<file path="config.mk">
export PLATFORM = sky130hd
export DESIGN_NAME = i2c_master_register_access
export DESIGN_NICKNAME = d
export VERILOG_FILES = /design/src/sv/i2cra_pkg.sv /design/src/sv/i2cra_core.sv /design/src/sv/i2c_master_register_access.sv
export VERILOG_INCLUDE_DIRS = /design/src /design/src/sv
export SDC_FILE = /design/constraint.sdc
export NUM_CORES = 1
export LEC_CHECK = 0
export BUFFER_PORTS_ARGS = -buffer_cell sky130_fd_sc_hd__buf_2
export CORE_MARGIN = 2
export CORE_UTILIZATION = 54
export DETAILED_ROUTE_END_ITERATION = 8
export PLACE_DENSITY = 0.74
export SETUP_SLACK_MARGIN = 0.5
export SLEW_MARGIN = 20
export SYNTH_ARGS = -nofsm -noshare
export SYNTH_HDL_FRONTEND = slang
export SYNTH_SLANG_ARGS = --single-unit
</file>
<file path="constraint.sdc">
create_clock -name clk -period 5.1 [get_ports clk]
set_clock_uncertainty 0.1 [all_clocks]
set_input_delay 0.51 -clock clk [delete_from_list [all_inputs] [get_ports clk]]
set_output_delay 0.51 -clock clk [all_outputs]
set_load 0.02 [all_outputs]
</file>
<file path="src/sv/i2c_master_register_access_assert.svh">
// ----------------------------------------------------------------------------
// I2C register access assertion macros
// Shared concurrent assertion forms, clocked on clk and held off in reset.
// ----------------------------------------------------------------------------
`ifndef I2C_MASTER_REGISTER_ACCESS_ASSERT_SVH
`define I2C_MASTER_REGISTER_ACCESS_ASSERT_SVH

// Same-cycle implication.
`define I2CRA_ASSERT_IMP(label, ante, cons, msg) \
    label: assert property (@(posedge clk) disable iff (!rst_n) (ante) |-> (cons)) \
        else $error(msg);

// Next-cycle implication.
`define I2CRA_ASSERT_NXT(label, ante, cons, msg) \
    label: assert property (@(posedge clk) disable iff (!rst_n) (ante) |=> (cons)) \
        else $error(msg);

`endif

</file>
<file path="src/sv/i2cra_pkg.sv">
// ----------------------------------------------------------------------------
// I2C register access package
// Payload types, sequencer segment codes, program tables and sample voting.
// ----------------------------------------------------------------------------
package i2cra_pkg;

    localparam int SAMPLES     = 8;
    localparam int COUNT_WIDTH = 16;
    localparam int ERR_W       = 16;
    localparam int PHASE_W     = 4;
    localparam int SUB_W       = 2;
    localparam int BIT_W       = 4;

    localparam logic [PHASE_W-1:0] RD_LEN = 4'd12;
    localparam logic [PHASE_W-1:0] WR_LEN = 4'd8;
    localparam logic [BIT_W-1:0]   BYTE_BITS = 4'd8;

    localparam logic [7:0] DIR_WR_MASK = 8'hfe;
    localparam logic [7:0] DIR_RD_BIT  = 8'h01;

    // Voting looks only at sample bits that exist in the 8-bit field
    localparam int VOTE_BITS = (SAMPLES < 8) ? SAMPLES : 8;
    localparam int VOTE_MIN  = (SAMPLES + 1) / 2;
    localparam int VOTE_CW   = $clog2(VOTE_BITS + 1);

    localparam logic [1:0] MODE_TICK  = 2'd0;
    localparam logic [1:0] MODE_READ  = 2'd1;
    localparam logic [1:0] MODE_WRITE = 2'd2;

    typedef enum logic [3:0] {
        SEG_START,
        SEG_SEND_DW,
        SEG_SEND_DR,
        SEG_SEND_REG,
        SEG_SEND_DATA,
        SEG_ACK,
        SEG_PULSE,
        SEG_RECV,
        SEG_STOP
    } seg_t;

    typedef struct packed {
        logic [1:0] mode;
        logic [7:0] dev_addr;
        logic [7:0] target_reg;
        logic [7:0] write_data;
        logic [7:0] sda_samples;
    } req_t;

    typedef struct packed {
        logic             scl_level;
        logic             sda_level;
        logic             busy_res;
        logic             done_res;
        logic [7:0]       read_data;
        logic             ack_error;
        logic [ERR_W-1:0] error_count;
    } rsp_t;

    // Segment played at a given program step (steps count from 1)
    function automatic seg_t prog_seg(input logic wr, input logic [PHASE_W-1:0] ph);
        seg_t s;
        s = SEG_STOP;
        if (wr)
        begin
            unique case (ph)
                4'd1:    s = SEG_START;
                4'd2:    s = SEG_SEND_DW;
                4'd3:    s = SEG_ACK;
                4'd4:    s = SEG_SEND_REG;
                4'd5:    s = SEG_ACK;
                4'd6:    s = SEG_SEND_DATA;
                4'd7:    s = SEG_PULSE;
                default: s = SEG_STOP;
            endcase
        end
        else
        begin
            unique case (ph)
                4'd1:    s = SEG_START;
                4'd2:    s = SEG_SEND_DW;
                4'd3:    s = SEG_ACK;
                4'd4:    s = SEG_SEND_REG;
                4'd5:    s = SEG_ACK;
                4'd6:    s = SEG_PULSE;
                4'd7:    s = SEG_START;
                4'd8:    s = SEG_SEND_DR;
                4'd9:    s = SEG_ACK;
                4'd10:   s = SEG_RECV;
                4'd11:   s = SEG_PULSE;
                default: s = SEG_STOP;
            endcase
        end
        return s;
    endfunction

    // Majority vote over the SDA samples of one tick; a tie reads as one
    function automatic logic vote(input logic [7:0] s);
        logic [VOTE_CW-1:0] ones;
        ones = '0;
        for (int i = 0; i < VOTE_BITS; i++)
        begin
            ones = ones + VOTE_CW'(s[i]);
        end
        return (ones >= VOTE_CW'(VOTE_MIN));
    endfunction

endpackage

</file>
<file path="src/sv/i2cra_core.sv">
// ----------------------------------------------------------------------------
// I2C register access sequencer core
// Holds the bus sequencer state and plays one tick per enabled cycle.
// ----------------------------------------------------------------------------
`include "i2c_master_register_access_assert.svh"

module i2cra_core
    import i2cra_pkg::*;
(
    input  logic clk,
    input  logic rst_n,
    input  logic step,
    input  req_t item,
    output rsp_t res
);

    logic [PHASE_W-1:0]     phase_reg, phase_next;
    logic [SUB_W-1:0]       sub_reg, sub_next;
    logic [BIT_W-1:0]       bit_reg, bit_next;
    logic [7:0]             shout_reg, shout_next;
    logic [7:0]             shin_reg, shin_next;
    logic                   wr_reg, wr_next;
    logic [7:0]             dev_reg, dev_next;
    logic [7:0]             rega_reg, rega_next;
    logic [7:0]             data_reg, data_next;
    logic                   flag_reg, flag_next;
    logic [COUNT_WIDTH-1:0] count_reg, count_next;
    logic [7:0]             rx_reg, rx_next;
    logic                   sda_now_reg, sda_now_next;

    logic               start_req;
    logic [PHASE_W-1:0] ph_eff;
    logic [SUB_W-1:0]   sub_eff;
    logic [BIT_W-1:0]   bit_eff;
    logic [BIT_W-1:0]   bit_inc;
    logic [PHASE_W-1:0] len_eff;
    logic               in_prog;
    logic               corrupt;
    logic               seg_end;
    logic               last_seg;
    logic               scl_out;
    logic               sda_out;
    logic [7:0]         byte_sel;
    seg_t               seg;

    // A start request is latched and its first tick played in the same step
    assign start_req = (phase_reg == '0) && ((item.mode == MODE_READ) ||
                                             (item.mode == MODE_WRITE));
    assign ph_eff    = start_req ? PHASE_W'(1) : phase_reg;
    assign sub_eff   = start_req ? '0 : sub_reg;
    assign bit_eff   = start_req ? '0 : bit_reg;
    assign wr_next   = start_req ? (item.mode == MODE_WRITE) : wr_reg;
    assign dev_next  = start_req ? item.dev_addr : dev_reg;
    assign rega_next = start_req ? item.target_reg : rega_reg;
    assign data_next = start_req ? item.write_data : data_reg;
    assign len_eff   = wr_next ? WR_LEN : RD_LEN;
    assign in_prog   = (ph_eff != '0) && (ph_eff <= len_eff);
    assign corrupt   = ph_eff > len_eff;
    assign seg       = prog_seg(wr_next, ph_eff);
    assign bit_inc   = bit_eff + BIT_W'(1);
    assign last_seg  = ph_eff >= len_eff;

    always_comb
    begin
        unique case (seg)
            SEG_SEND_DW:  byte_sel = dev_next & DIR_WR_MASK;
            SEG_SEND_DR:  byte_sel = dev_next | DIR_RD_BIT;
            SEG_SEND_REG: byte_sel = rega_next;
            default:      byte_sel = data_next;
        endcase
    end

    // End of the current segment
    always_comb
    begin
        unique case (seg)
            SEG_START, SEG_ACK:
                seg_end = sub_eff >= SUB_W'(2);
            SEG_SEND_DW, SEG_SEND_DR, SEG_SEND_REG, SEG_SEND_DATA:
                seg_end = (sub_eff >= SUB_W'(2)) && (bit_inc >= BYTE_BITS);
            SEG_RECV:
                seg_end = (sub_eff != '0) && (bit_inc >= BYTE_BITS);
            default:
                seg_end = sub_eff == SUB_W'(3);
        endcase
    end

    // Bus levels for this tick, as (SCL, SDA)
    always_comb
    begin
        scl_out = 1'b1;
        sda_out = 1'b1;
        if (in_prog)
        begin
            sda_out = sda_now_reg;
            unique case (seg)
                SEG_START:
                begin
                    if (sub_eff == 2'd0)
                    begin
                        scl_out = 1'b1;
                        sda_out = 1'b1;
                    end
                    else if (sub_eff == 2'd1)
                    begin
                        scl_out = 1'b1;
                        sda_out = 1'b0;
                    end
                    else
                    begin
                        scl_out = 1'b0;
                        sda_out = 1'b0;
                    end
                end
                SEG_SEND_DW, SEG_SEND_DR, SEG_SEND_REG, SEG_SEND_DATA:
                begin
                    if (sub_eff == 2'd0)
                    begin
                        scl_out = 1'b0;
                    end
                    else if (sub_eff == 2'd1)
                    begin
                        scl_out = 1'b0;
                        sda_out = shout_reg[7];
                    end
                    else
                    begin
                        scl_out = 1'b1;
                    end
                end
                SEG_ACK:
                begin
                    scl_out = sub_eff >= 2'd2;
                    if (sub_eff != 2'd0)
                    begin
                        sda_out = 1'b1;
                    end
                end
                SEG_PULSE:
                begin
                    scl_out = sub_eff == 2'd2;
                    if (sub_eff != 2'd0)
                    begin
                        sda_out = 1'b1;
                    end
                end
                SEG_RECV:
                begin
                    scl_out = sub_eff != 2'd0;
                    sda_out = 1'b1;
                end
                default:
                begin
                    scl_out = sub_eff >= 2'd2;
                    if (sub_eff == 2'd1 || sub_eff == 2'd2)
                    begin
                        sda_out = 1'b0;
                    end
                    else if (sub_eff == 2'd3)
                    begin
                        sda_out = 1'b1;
                    end
                end
            endcase
        end
    end

    // Sequencer next state
    always_comb
    begin
        phase_next   = ph_eff;
        sub_next     = sub_eff;
        bit_next     = bit_eff;
        shout_next   = shout_reg;
        shin_next    = shin_reg;
        flag_next    = flag_reg;
        count_next   = count_reg;
        rx_next      = rx_reg;
        sda_now_next = sda_now_reg;
        if (corrupt)
        begin
            phase_next   = '0;
            sub_next     = '0;
            bit_next     = '0;
            sda_now_next = 1'b1;
        end
        else if (in_prog)
        begin
            sub_next     = sub_eff + SUB_W'(1);
            sda_now_next = sda_out;
            unique case (seg)
                SEG_SEND_DW, SEG_SEND_DR, SEG_SEND_REG, SEG_SEND_DATA:
                begin
                    if (sub_eff == 2'd0)
                    begin
                        if (bit_eff == '0)
                        begin
                            shout_next = byte_sel;
                        end
                    end
                    else if (sub_eff == 2'd1)
                    begin
                        shout_next = {shout_reg[6:0], 1'b0};
                    end
                    else
                    begin
                        bit_next = bit_inc;
                        sub_next = '0;
                    end
                end
                SEG_ACK:
                begin
                    if (sub_eff >= 2'd2 && item.sda_samples[0])
                    begin
                        flag_next = 1'b1;
                        if (count_reg != '1)
                        begin
                            count_next = count_reg + COUNT_WIDTH'(1);
                        end
                    end
                end
                SEG_RECV:
                begin
                    if (sub_eff == 2'd0)
                    begin
                        if (bit_eff == '0)
                        begin
                            shin_next = '0;
                        end
                    end
                    else
                    begin
                        shin_next = {shin_reg[6:0], vote(item.sda_samples)};
                        bit_next  = bit_inc;
                        sub_next  = '0;
                        if (seg_end)
                        begin
                            rx_next = shin_next;
                        end
                    end
                end
                default:
                begin
                end
            endcase
            if (seg_end)
            begin
                sub_next   = '0;
                bit_next   = '0;
                phase_next = last_seg ? '0 : ph_eff + PHASE_W'(1);
            end
        end
    end

    always_comb
    begin
        res.scl_level   = scl_out;
        res.sda_level   = sda_out;
        res.busy_res    = in_prog;
        res.done_res    = in_prog && seg_end && last_seg;
        res.read_data   = rx_next;
        res.ack_error   = flag_next;
        res.error_count = ERR_W'(count_next);
    end

    always_ff @(posedge clk or negedge rst_n)
    begin
        if (!rst_n)
        begin
            phase_reg   <= '0;
            sub_reg     <= '0;
            bit_reg     <= '0;
            shout_reg   <= '0;
            shin_reg    <= '0;
            wr_reg      <= 1'b0;
            dev_reg     <= '0;
            rega_reg    <= '0;
            data_reg    <= '0;
            flag_reg    <= 1'b0;
            count_reg   <= '0;
            rx_reg      <= '0;
            sda_now_reg <= 1'b1;
        end
        else if (step)
        begin
            phase_reg   <= phase_next;
            sub_reg     <= sub_next;
            bit_reg     <= bit_next;
            shout_reg   <= shout_next;
            shin_reg    <= shin_next;
            wr_reg      <= wr_next;
            dev_reg     <= dev_next;
            rega_reg    <= rega_next;
            data_reg    <= data_next;
            flag_reg    <= flag_next;
            count_reg   <= count_next;
            rx_reg      <= rx_next;
            sda_now_reg <= sda_now_next;
        end
    end

    `I2CRA_ASSERT_NXT(a_flag_sticky, flag_reg, flag_reg, "ack error flag cleared")
    `I2CRA_ASSERT_IMP(a_count_flag, count_reg != '0, flag_reg, "missed count without flag")
    `I2CRA_ASSERT_IMP(a_idle_clean, phase_reg == '0, {sub_reg, bit_reg} == '0, "idle not clean")
    `I2CRA_ASSERT_IMP(a_idle_bus, step && !res.busy_res, res.scl_level && res.sda_level, "bus driven")

endmodule

</file>
<file path="src/sv/i2c_master_register_access.sv">
// ----------------------------------------------------------------------------
// I2C master register access
// One-byte register read and write sequencer with open-drain bus levels.
// ----------------------------------------------------------------------------
// Every request transaction is one bus delay tick and yields exactly one
// response transaction with the SCL/SDA levels for that tick. A mode of read
// or write while idle latches the device address, register address and data
// byte and starts the sequence on that same tick; mode is ignored while busy.
// Throughput is one tick per clock: the sequencer step is a single pass of
// logic between the request register and the response register, so a new
// request is taken every cycle the response side is not stalled. ack_error
// and error_count are sticky until reset; read_data holds the byte of the
// last read.

module i2c_master_register_access
    import i2cra_pkg::*;
(
    input  logic clk,
    input  logic rst_n,
    input  logic req_valid,
    output logic req_stall,
    input  req_t req_item,
    output logic rsp_valid,
    input  logic rsp_stall,
    output rsp_t rsp_item
);

    logic in_valid_reg, in_valid_next;
    req_t in_reg;
    logic out_valid_reg, out_valid_next;
    rsp_t out_reg;
    rsp_t step_res;
    logic advance;
    logic load_in;

    // Step the sequencer whenever a held tick can move into the response slot
    assign advance   = in_valid_reg && (!out_valid_reg || !rsp_stall);
    assign req_stall = in_valid_reg && !advance;
    assign load_in   = req_valid && !req_stall;

    assign in_valid_next  = load_in || (in_valid_reg && !advance);
    assign out_valid_next = advance || (out_valid_reg && rsp_stall);

    i2cra_core u_core
    (
        .clk   (clk),
        .rst_n (rst_n),
        .step  (advance),
        .item  (in_reg),
        .res   (step_res)
    );

    // Control: hold valid flags across stalls
    always_ff @(posedge clk or negedge rst_n)
    begin
        if (!rst_n)
        begin
            in_valid_reg  <= 1'b0;
            out_valid_reg <= 1'b0;
        end
        else
        begin
            in_valid_reg  <= in_valid_next;
            out_valid_reg <= out_valid_next;
        end
    end

    // Payload: capture on accept, hold otherwise
    always_ff @(posedge clk)
    begin
        if (load_in)
        begin
            in_reg <= req_item;
        end
        if (advance)
        begin
            out_reg <= step_res;
        end
    end

    assign rsp_valid = out_valid_reg;
    assign rsp_item  = out_reg;

endmodule
</file>
# Word level (Yosys, flattened, before mapping)
# Memory sizes are Yosys's and may differ from the RTL's.
# Index checks and enable logic that the tools add are counted.
[op_classes]
order_cmp = 6
n_addsub = 11
n_eq_ne = 21
reduce_logical = 36
div_mod_pow = 0
n_mux = 64
mul = 0
n_shift = 0
bitwise_logic = 1
[ops]
columns = ["cell", "count"]
rows = [
  ["2-to-1 mux 8 bit", 11],
  ["2-to-1 mux 16 bit", 5],
  ["2-to-1 mux 4 bit", 13],
  ["equality test 4 x 3 -> 1 bit (second input constant)", 8],
  ["adder 4 x 1 -> 4 bit", 6],
  ["one-hot mux 4 bit (6 select lines)", 1],
  ["one-hot mux 8 bit (3 select lines)", 1],
  ["2-to-1 mux 1 bit", 18],
  ["adder 16 x 1 -> 16 bit (second input constant)", 1],
  ["equality test 4 x 2 -> 1 bit (second input constant)", 4],
  ["!= test 16 bit (second input constant)", 1],
  ["2-to-1 mux 2 bit", 7],
  ["2-to-1 mux 7 bit", 2],
  ["logical NOT 4 bit", 3],
  ["logical AND 1 bit", 11],
  ["adder 4 x 1 -> 4 bit (second input constant)", 2],
  ["equality test 4 x 1 -> 1 bit (second input constant)", 2],
  ["one-hot mux 1 bit (4 select lines)", 2],
  ["one-hot mux 4 bit (2 select lines)", 1],
  ["equality test 2 bit (second input constant)", 3],
  ["AND reduction 6 bit", 1],
  ["nonzero test 2 bit", 3],
  ["OR reduction 2 bit", 3],
  ["logical OR 1 bit", 5],
  ["other kinds (20)", 25],
]
[word_totals]
n_memories = 1
inputBits = 38
latchBits = 0
register_bits = 141
word_cells = 168
ram_bits = 0
mem_bits_ro = 64
out_inout_bits = 31
[memory_table]
columns = ["name", "depth", "width", "read_ports", "rd_ports_with_merged_regs", "wr", "line_no", "text"]
rows = [
  ["(no name shown)", 16, 4, 1, 0, 0, "i2cra_pkg.sv:79", "unique case (ph)"],
]

# Logic depth before layout (Yosys ltp)
# Gate-level depths: netlist of the first run.
[depth]
depth_word = 16
mapped_depth = 17
mapped_depth_nobuf = 15

# Modules after synthesis
# Synthesis of the first run repeated with hierarchy kept, for this count alone.
[hier_totals]
hier_cells = 631
area_unflattened_um2 = 7115.6
[modules_own_cells]
columns = ["module", "area_each_um2", "cells_each", "instances"]
rows = [
  ["i2cra_core", 5131.2, 560, 1],
  ["i2c_master_register_access", 1984.4, 71, 1],
]

# Least setup slack after synthesis of the first run
# Ideal clock, no wire load.
[synth_path]
path_kind = "register to register"
startpoint = "reg u_core.phase_reg[2]"
endpoint = "reg out_reg, in the netlist rsp_item[14], data pin"
path_stages_with_launch = 14
required_ns = 4.738
period_less_slack_ns = 3.721
slack_ns = 1.379
path_buffers = 1
arrival_time_ns = 3.359
path_cell_list = "dfrtp_1 -> or4_4 -> o21ai_4 -> and2_1 -> buf_4 -> ha_1 -> or3b_1 -> a211oi_1 -> o211ai_1 -> a211oi_2 -> and3_1 -> nand3_1 -> nor2_1 -> mux2_1"
[synth_rtl]
columns = ["item", "line_no", "text"]
rows = [
  ["from (decl)", "i2cra_core.sv:17", "logic [PHASE_W-1:0] phase_reg, phase_next;"],
  ["from (signal assigned)", "i2cra_core.sv:286", "phase_reg <= phase_next;"],
  ["to (signal assigned)", "i2c_master_register_access.sv:77", "out_reg <= step_res;"],
  ["to (decl)", "i2c_master_register_access.sv:31", "rsp_t out_reg;"],
]

# Worst setup path after layout of the first run
[layout_path]
startpoint = "reg u_core.phase_reg[3]"
endpoint = "reg u_core.count_reg[14]"
[layout_between]
elab_chain_len = 11
word_cells_on_any_way = 28
classes_between = "3 x order compare; 8 x eq/ne; 10 x mux; 6 x reduce/logical; 1 x memory"
[layout_lines]
columns = ["item", "line_no", "text"]
rows = [
  ["logical NOT 4 bit", "i2cra_core.sv:47", "assign start_req = (phase_reg == '0) && ((item.mode == MODE_READ) ||"],
  ["logical AND 1 bit", "i2cra_core.sv:47", ""],
  ["2-to-1 mux 4 bit", "i2cra_core.sv:49", "assign ph_eff = start_req ? PHASE_W'(1) : phase_reg;"],
  ["equality test 4 x 2 -> 1 bit or equality test 4 x 3 -> 1 bit (tied branches)", "i2cra_pkg.sv:66", "unique case (ph)"],
  ["OR reduction 2 bit (no line)", "-", ""],
  ["one-hot mux 4 bit (6 select lines)", "i2cra_pkg.sv:66", ""],
  ["2-to-1 mux 4 bit", "i2cra_pkg.sv:64", "if (wr)"],
  ["equality test 4 x 3 -> 1 bit", "i2cra_core.sv:191", "unique case (seg)"],
  ["2-to-1 mux 16 bit", "i2cra_core.sv:191", ""],
  ["2-to-1 mux 16 bit", "i2cra_core.sv:187", "else if (in_prog)"],
  ["2-to-1 mux 16 bit (*)", "i2cra_core.sv:180", "if (corrupt)"],
  ["to (signal assigned)", "i2cra_core.sv:296", "count_reg <= count_next;"],
  ["to (decl)", "i2cra_core.sv:27", "logic [COUNT_WIDTH-1:0] count_reg, count_next;"],
]
# Mark *: on every way between the ends. The rest lies on a longest branch, timed or not.
# A chain may end at the register's enable or synchronous reset.

==> results of run 1 <==
-- final cells by class --
type | count | area [um2] | area share
Timing Repair Buffer | 83 | 462 | 0.0566
Sequential cell | 139 | 3790 | 0.465
Clock inverter | 8 | 115 | 0.0141
Clock buffer | 24 | 482 | 0.0590
Inverter | 26 | 97.6 | 0.0120
Multi-Input combinational cell | 446 | 3000 | 0.367
Tap cell | 172 | 215 | 0.0264
-- per-stage QoR --
| step | instances | setup WS (ns) | util | total power, uW |
|---|---|---|---|---|
| global placement | 866 | 0.886 | 0.596 | 3330 |
| global route | 898 | 0.569 | 0.644 | 4930 |
| CTS | 898 | 0.868 | 0.644 | 4630 |
| detailed placement | 866 | 0.916 | 0.596 | 3380 |
| finish | 898 | 0.797 | 0.644 | 4630 |
| floorplan | 642 | 1.38 | - | 2910 |
-- layout by cell type, fill, tap and decap left out, drive strengths merged, types with 15 or more instances in the layout --
cell,count
a21oi,15
buf,83
clkbuf,24
dfrtp,76
edfxtp,62
ha,16
inv,26
mux2,48
nand2,99
nand3,31
nor2,54
o21ai,19
xnor2,18
-- metal layers --
layer / vias to the layer above / GRT usage / wire length, um
met5: - / 0 / 0
met4: 0 / 0.0941 / 379
met3: 38 / 0.0528 / 745
met2: 175 / 0.364 / 7130
met1: 2482 / 0.289 / 6530
li1: 2455 / - / -
-- synth_stat cells (3+ instances only) --
cell       instances
nand2_1           98
a211o_1            5
nand2b_1           7
o31ai_1            3
edfxtp_1          62
a41oi_1            3
a21o_1             3
nor2_1            53
buf_2              5
a22o_1             7
clkbuf_1          20
o2111ai_1          6
nor3_1             7
nand3b_1           3
o21ai_1            4
o211ai_1           6
a211oi_1           4
mux2_1            13
inv_1             26
xor2_1             9
mux2i_1            4
nand4_1            9
a31oi_1           10
mux2_2            27
a21oi_1           15
mux2_4             8
and2_1             5
buf_4              4
o22ai_1            3
xnor2_1           18
ha_1              16
o221ai_1           3
and3_1            11
o21ai_0           14
nand3_1           31
dfrtp_1           76
-- cell families (layout without fill, tap and decap cells) --
group	Yosys count	count (layout)
muxes	52	52
adders and majority gates	18	18
AOI/OAI and AO/OA	106	106
and+or+nand+nor	243	243
xor gates and xnor gates	27	27
buffers and inverters	57	141
DFF	139	139
-- worst min path at each step --
stage | from | endpoint | slack (ns) | depth (start not counted)
global route | rst_n | u_core.rx_reg[2]$_DFFE_PN0P_ | 0.06 | 1
finish | rst_n | u_core.rx_reg[2]$_DFFE_PN0P_ | 0.007 | 1
floorplan | rst_n | in_valid_reg$_DFF_PN0_ | 0.11 | 0
CTS | req_item[26] | in_reg[26]$_DFFE_PP_ | 0.14 | 1
global placement | u_core.flag_reg$_DFFE_PN0P_ | u_core.flag_reg$_DFFE_PN0P_ | 0.33 | 1
detailed placement | u_core.flag_reg$_DFFE_PN0P_ | u_core.flag_reg$_DFFE_PN0P_ | 0.34 | 1
-- worst max-delay path, stage by stage (launching register included) --
cell and delay (ns):
dfrtp_1 0.48, nor4_4 0.47, nand3_1 0.24, and2_1 0.23
ha_1 0.27, or3b_1 0.40, a211oi_1 0.36, o211ai_1 0.19
a211oi_2 0.39, and3_1 0.28, nand3_1 0.16, nor3_1 0.27
mux2_1 0.34
-- power groups by stage --
stage / sequential [uW] / clock, uW / combinational [uW]
2_1_floorplan: 1580 / 0 / 1330
3_3_place_gp: 1580 / 0 / 1750
3_5_place_dp: 1590 / 0 / 1790
4_1_cts: 1570 / 1260 / 1800
5_1_grt: 1600 / 1310 / 2010
6_report: 1580 / 1240 / 1810
==> reports/qor.csv, run 1 <==
metric;value;unit
status;complete, no violations;
ant_nets;0;
fp-row-count;41;
clk_path_buf_depth;2;
cp-startpoint;u_core.phase_reg[3]$_DFFE_PN0P_;
rr_startpoint;u_core.phase_reg[3]$_DFFE_PN0P_;
post-route-min-period;4.30;ns
hp-class;in2async;
synth.avg_cell_area;10.9;um2
synth-seq-cells;139;
io_buffers;67;
gr-total-overflow;0;
max_freq;232;MHz
grt_pass1_vias;5120;
place_congestion;0.927;
wirelength;14800;um
cts_tree;yes;
synth-simple-area-share;0.163;
cts_setup_buffers;0;
drive_gt1_frac;0.213;
drcViolationCount;0;
p_sw;1710;uW
area_growth;16.2;%
critPathCaptureType;flop;
clk_pin_slew;0.06;ns
maxSlewHeadroom;0.511;
netlist_area;7020;um2
die_x;118;um
setup_violations;0;
fin_setup_tns;0;ns
whs;0.00738;ns
synthFlopType;dfrtp_1;
grt_usage;0.224;
ys_async_sr_fraction;0.554;
maxCapViolations;0;
synth-compound-area-share;0.109;
synth_top_family_by_area;simple AND/OR/NAND/NOR gates;
muxShareOfSynthArea;0.0870;
arrival;4.50;ns
power_frac_clock;0.268;
rsz0062_at_grt;no;
fillers;1021;
initialDrtViolationCount;349;
hold_viol_final;0;
grt_pass1_wl;24900;um
synth_top_area_cell;dfrtp_1;
peakVddDrop;0.449;mV
cts_num_sinks;139;
coreArea;12700;um2
cp_max_fo;5;
dpl-instance-area;7560;um2
ys_warn_count;0;
vias;5150;
post_cts_resized;0;
power_density;567;nW/um2
switching_share;0.370;
clk_latency;0.42;ns
cts_buffers;17;
nets;769;
wire_per_inst;16.5;um
min_period_over_period;0.844;
firstDrtPassIters;7;
worst_pin_slew;0.730;ns
path_class;reg2reg;
synthXorXnorAreaFrac;0.0337;
synth.distinct_cells;70;
combPwrFrac;0.391;
die-area;13900;um2
postCtsHoldBufs;0;
hpwl;10000;um
cp-endpoint;u_core.count_reg[14]$_DFFE_PN0P_;
die_y;118;um
r2r_end;u_core.count_reg[14]$_DFFE_PN0P_;
synth_seq_area_share;0.540;
reg2reg_slack;0.80;ns
syn_nets;698;
synthCells;642;
worstRegToRegCells;12;
seq_power_share;0.341;
diodes;0;
cts_root_buf;clkbuf_16;
worst_setup_path_start_kind;flop;
final_cell_area;8160;um2
synthTopCellsByArea;dfrtp_1 27%, edfxtp_1 27%, nand2_1 5.2%;
htreeDepth;4;
worstPathRequired;5.30;ns
p_int;2910;uW
via_per_inst;5.73;
drv_slew;0;
synth_edf_count;62;
p_leak;0.00362;uW
largest_reg_flops;33;
io_pins;69;
grt_antenna_before_repair;0;
grt_max_degree;78;
initial_core_util;0.554;
synth.top_cell.area_share;0.271;
synth-adder-area-share;0.0342;
(Power assumes the default switching activity.)
==> run 2: changes to the inputs <==
- ABC_AREA: unset -> 1
- clock period: 5.1 -> 4.2 ns (I/O delays scaled with it)
==> reports/qor.csv, run 2 <==
metric;value;unit;change
initialDrtViolationCount;439;;was 349
fp-row-count;41;;unchanged
io_buffers;67;;unchanged
netlist_area;7040;um2;was 7020 um2
die-area;14000;um2;was 13,900 um2
grt_pass1_vias;5361;;was 5,120
grt_usage;0.218;;was 0.224
cts_tree;yes;;unchanged
initial_core_util;0.556;;was 0.554
synth-compound-area-share;0.108;;was 0.109
synth-seq-cells;139;;unchanged
synth.top_cell.area_share;0.270;;was 0.271
fin_ws;0.773;ns;was 0.797 ns
die_x;118;um;about the same
path_class;reg2reg;;unchanged
final_common_cell;nand2_1;;unchanged
synthFlopType;dfrtp_1;;unchanged
hold_depth;1;;
post-route-min-period;3.43;ns;was 4.30 ns
p_leak;0.00385;uW;was 0.00362 uW
hp-class;in2reg;;was in2async
drcViolationCount;0;;unchanged
place_worst_setup_slack;0.742;ns;was 0.916 ns
critPathCaptureType;flop;;unchanged
nets;896;;was 769
rsz0062_at_grt;no;;unchanged
synthXorXnorAreaFrac;0.0187;;was 0.0337
hold_viol_final;0;;unchanged
synth_edf_count;62;;unchanged
synth_top_area_cell;dfrtp_1;;unchanged
diodes;0;;unchanged
cts_root_buf;clkbuf_16;;unchanged
synth_seq_area_share;0.538;;was 0.540
synthCells;767;;was 642
ys_async_sr_fraction;0.554;;unchanged
synth-simple-area-share;0.215;;was 0.163
clk_latency;0.42;ns;about the same
dp.cells;990;;was 866
grt_pass1_wl;24400;um;was 24,900 um
muxShareOfSynthArea;0.0142;;was 0.0870
synth_top_family_by_area;simple AND/OR/NAND/NOR gates;;unchanged
synth_commonest_cells;184 x nand2_1, 97 x inv_1, 76 x dfrtp_1, 62 x edfxtp_1, 56 x o21ai_0;;was 98 x nand2_1, 76 x dfrtp_1, 62 x edfxtp_1, 53 x nor2_1, 31 x nand3_1
drive_gt1_frac;0.171;;was 0.213
setup_violations;0;;unchanged
io_pins;69;;unchanged
ant_nets;0;;unchanged
mostFrequentLayoutCells;183 x nand2_1, 94 x inv_1, 76 x dfrtp_1;;was 98 x nand2_1, 76 x dfrtp_1, 66 x buf_2
synth.distinct_cells;44;;was 70
largest_reg_flops;33;;unchanged
die_y;118;um;about the same
cts_num_sinks;139;;unchanged
synth.most_common_cell;nand2_1;;unchanged
arrival;3.50;ns;was 4.50 ns
maxCapViolations;0;;unchanged
firstDrtPassIters;5;;was 7
synth.avg_cell_area;9.18;um2;was 10.9 um2
synth-adder-area-share;0.0341;;was 0.0342
coreArea;12700;um2;unchanged
grt_antenna_before_repair;0;;unchanged
peakVddDrop;0.588;mV;was 0.449 mV
place_congestion;0.930;;was 0.927
cts_buffers;17;;unchanged
syn_nets;823;;was 698
maxSlewHeadroom;0.366;;was 0.511
gr-total-overflow;0;;unchanged
whs;0.0676;ns;was 0.00738 ns
max_freq;292;MHz;was 232 MHz
cp_max_fo;16;;was 5
status;complete, no violations;;unchanged
via_per_inst;5.27;;was 5.73
clk_pin_slew;0.06;ns;about the same
layout.cells.non_filler;1025;;was 898
wire_per_inst;14.0;um;was 16.5 um
worst_pin_slew;0.945;ns;was 0.730 ns
area_growth;16.4;%;was 16.2%
drv_slew;0;;unchanged
synthTopCellsByArea;dfrtp_1 27%, edfxtp_1 26%, nand2_1 9.8%;;was dfrtp_1 27%, edfxtp_1 27%, nand2_1 5.2%
power_density;782;nW/um2;was 567 nW/um2
worstRegToRegCells;14;;was 12
power;6410;uW;was 4630 uW
wirelength;14400;um;was 14,800 um
ys_warn_count;0;;unchanged
vias;5400;;was 5,150
clk_path_buf_depth;2;;unchanged
grt_max_degree;78;;unchanged
htreeDepth;4;;unchanged
worstPathRequired;4.27;ns;was 5.30 ns
fin_setup_tns;0;ns;unchanged
hpwl;9840;um;was 10,000 um
worst_setup_path_start_kind;flop;;unchanged
min_period_over_period;0.816;;was 0.844
## run 2: cell count changes in the layout (fill, tap and decap cells not counted), moves of 13 or more
cell	previous run	this run
o211ai_1	6	21
o21ai_0	14	56
nand2_1	98	183
inv_1	26	94
mux2_2	27	0
mux2_1	13	0
xnor2_1	18	4
## run 2: cell families (layout without fill, tap and decap cells)
kind of cell,Yosys count,after routing
AOI/OAI and AO/OA,130,130
DFF,139,139
adders and majority gates,18,18
xor gates and xnor gates,15,15
muxes,10,10
and+or+nand+nor,326,326
buffers and inverters,129,215
## run 2: what timing repair did
| action | 4_1_cts | 5_1_grt |
|---|---|---|
| gates resized for setup | 0 | 2 |
| hold buffers | 1 | 0 |
| endpoints found under the hold margin | 32 | 0 |
| endpoints found under the setup margin | 0 | 20 |
| buffers inserted | 0 | 2 |
## run 2: worst max-delay path, cell delays in order (launching register included)
cell	delay (ns)
edfxtp_1	0.36
ha_1	0.30
inv_1	0.15
nand3_4	0.18
nand2_2	0.20
ha_1	0.17
buf_4	0.19
clkinvlp_4	0.26
nand4_1	0.28
nand3_4	0.16
nand2_2	0.11
nand3_4	0.19
nand3_2	0.25
nand2_1	0.11
and2_1	0.16
## run 2: worst paths after layout
check / from / endpoint / slack (ns)
setup / recovery: in_reg[33]$_DFFE_PP_ / rsp_item[20]$_DFFE_PP_ / 0.77
hold / removal: req_item[23] / in_reg[23]$_DFFE_PP_ / 0.07
setup reg to reg: in_reg[33]$_DFFE_PP_ / rsp_item[20]$_DFFE_PP_ / 0.77
hold reg to reg: u_core.shout_reg[5]$_DFFE_PN0P_ / u_core.shout_reg[5]$_DFFE_PN0P_ / 0.38
max in group asynchronous: rst_n / u_core.rega_reg[5]$_DFFE_PN0P_ / 2.45
min in group asynchronous: rst_n / u_core.count_reg[10]$_DFFE_PN0P_ / 0.49
## run 2: final cells by class
type	count	area (um2)
Fill cell	1028	4480
Sequential cell	139	3790
Multi-Input combinational cell	499	2750
Clock buffer	25	485
Timing Repair Buffer	77	438
Inverter	106	402
Tap cell	172	215
Clock inverter	7	115
## run 2: metrics by stage
stage | utilization | instance area (um2)
floorplan | - | 7040
global placement | 0.596 | 7550
detailed placement | 0.596 | 7550
CTS | 0.644 | 8160
global route | 0.647 | 8190
finish | 0.647 | 8190
## run 2: layer usage
metal / part of all wire / global-route usage / up-vias / wire [um]
met3: 0.043 / 0.0516 / 27 / 616
met5: 0 / 0 / - / 0
met1: 0.43 / 0.267 / 2542 / 6210
met4: 0.019 / 0.0919 / 0 / 279
met2: 0.50 / 0.368 / 144 / 7250
li1: - / - / 2687 / -
## run 2: report_power, final
part	leakage, uW	internal, uW	switching (uW)	total [uW]
registers	0.00156	1810	195	2000
logic	0.00200	907	1990	2890
clock network	0.000287	978	529	1510
total	0.00385	3690	2710	6410
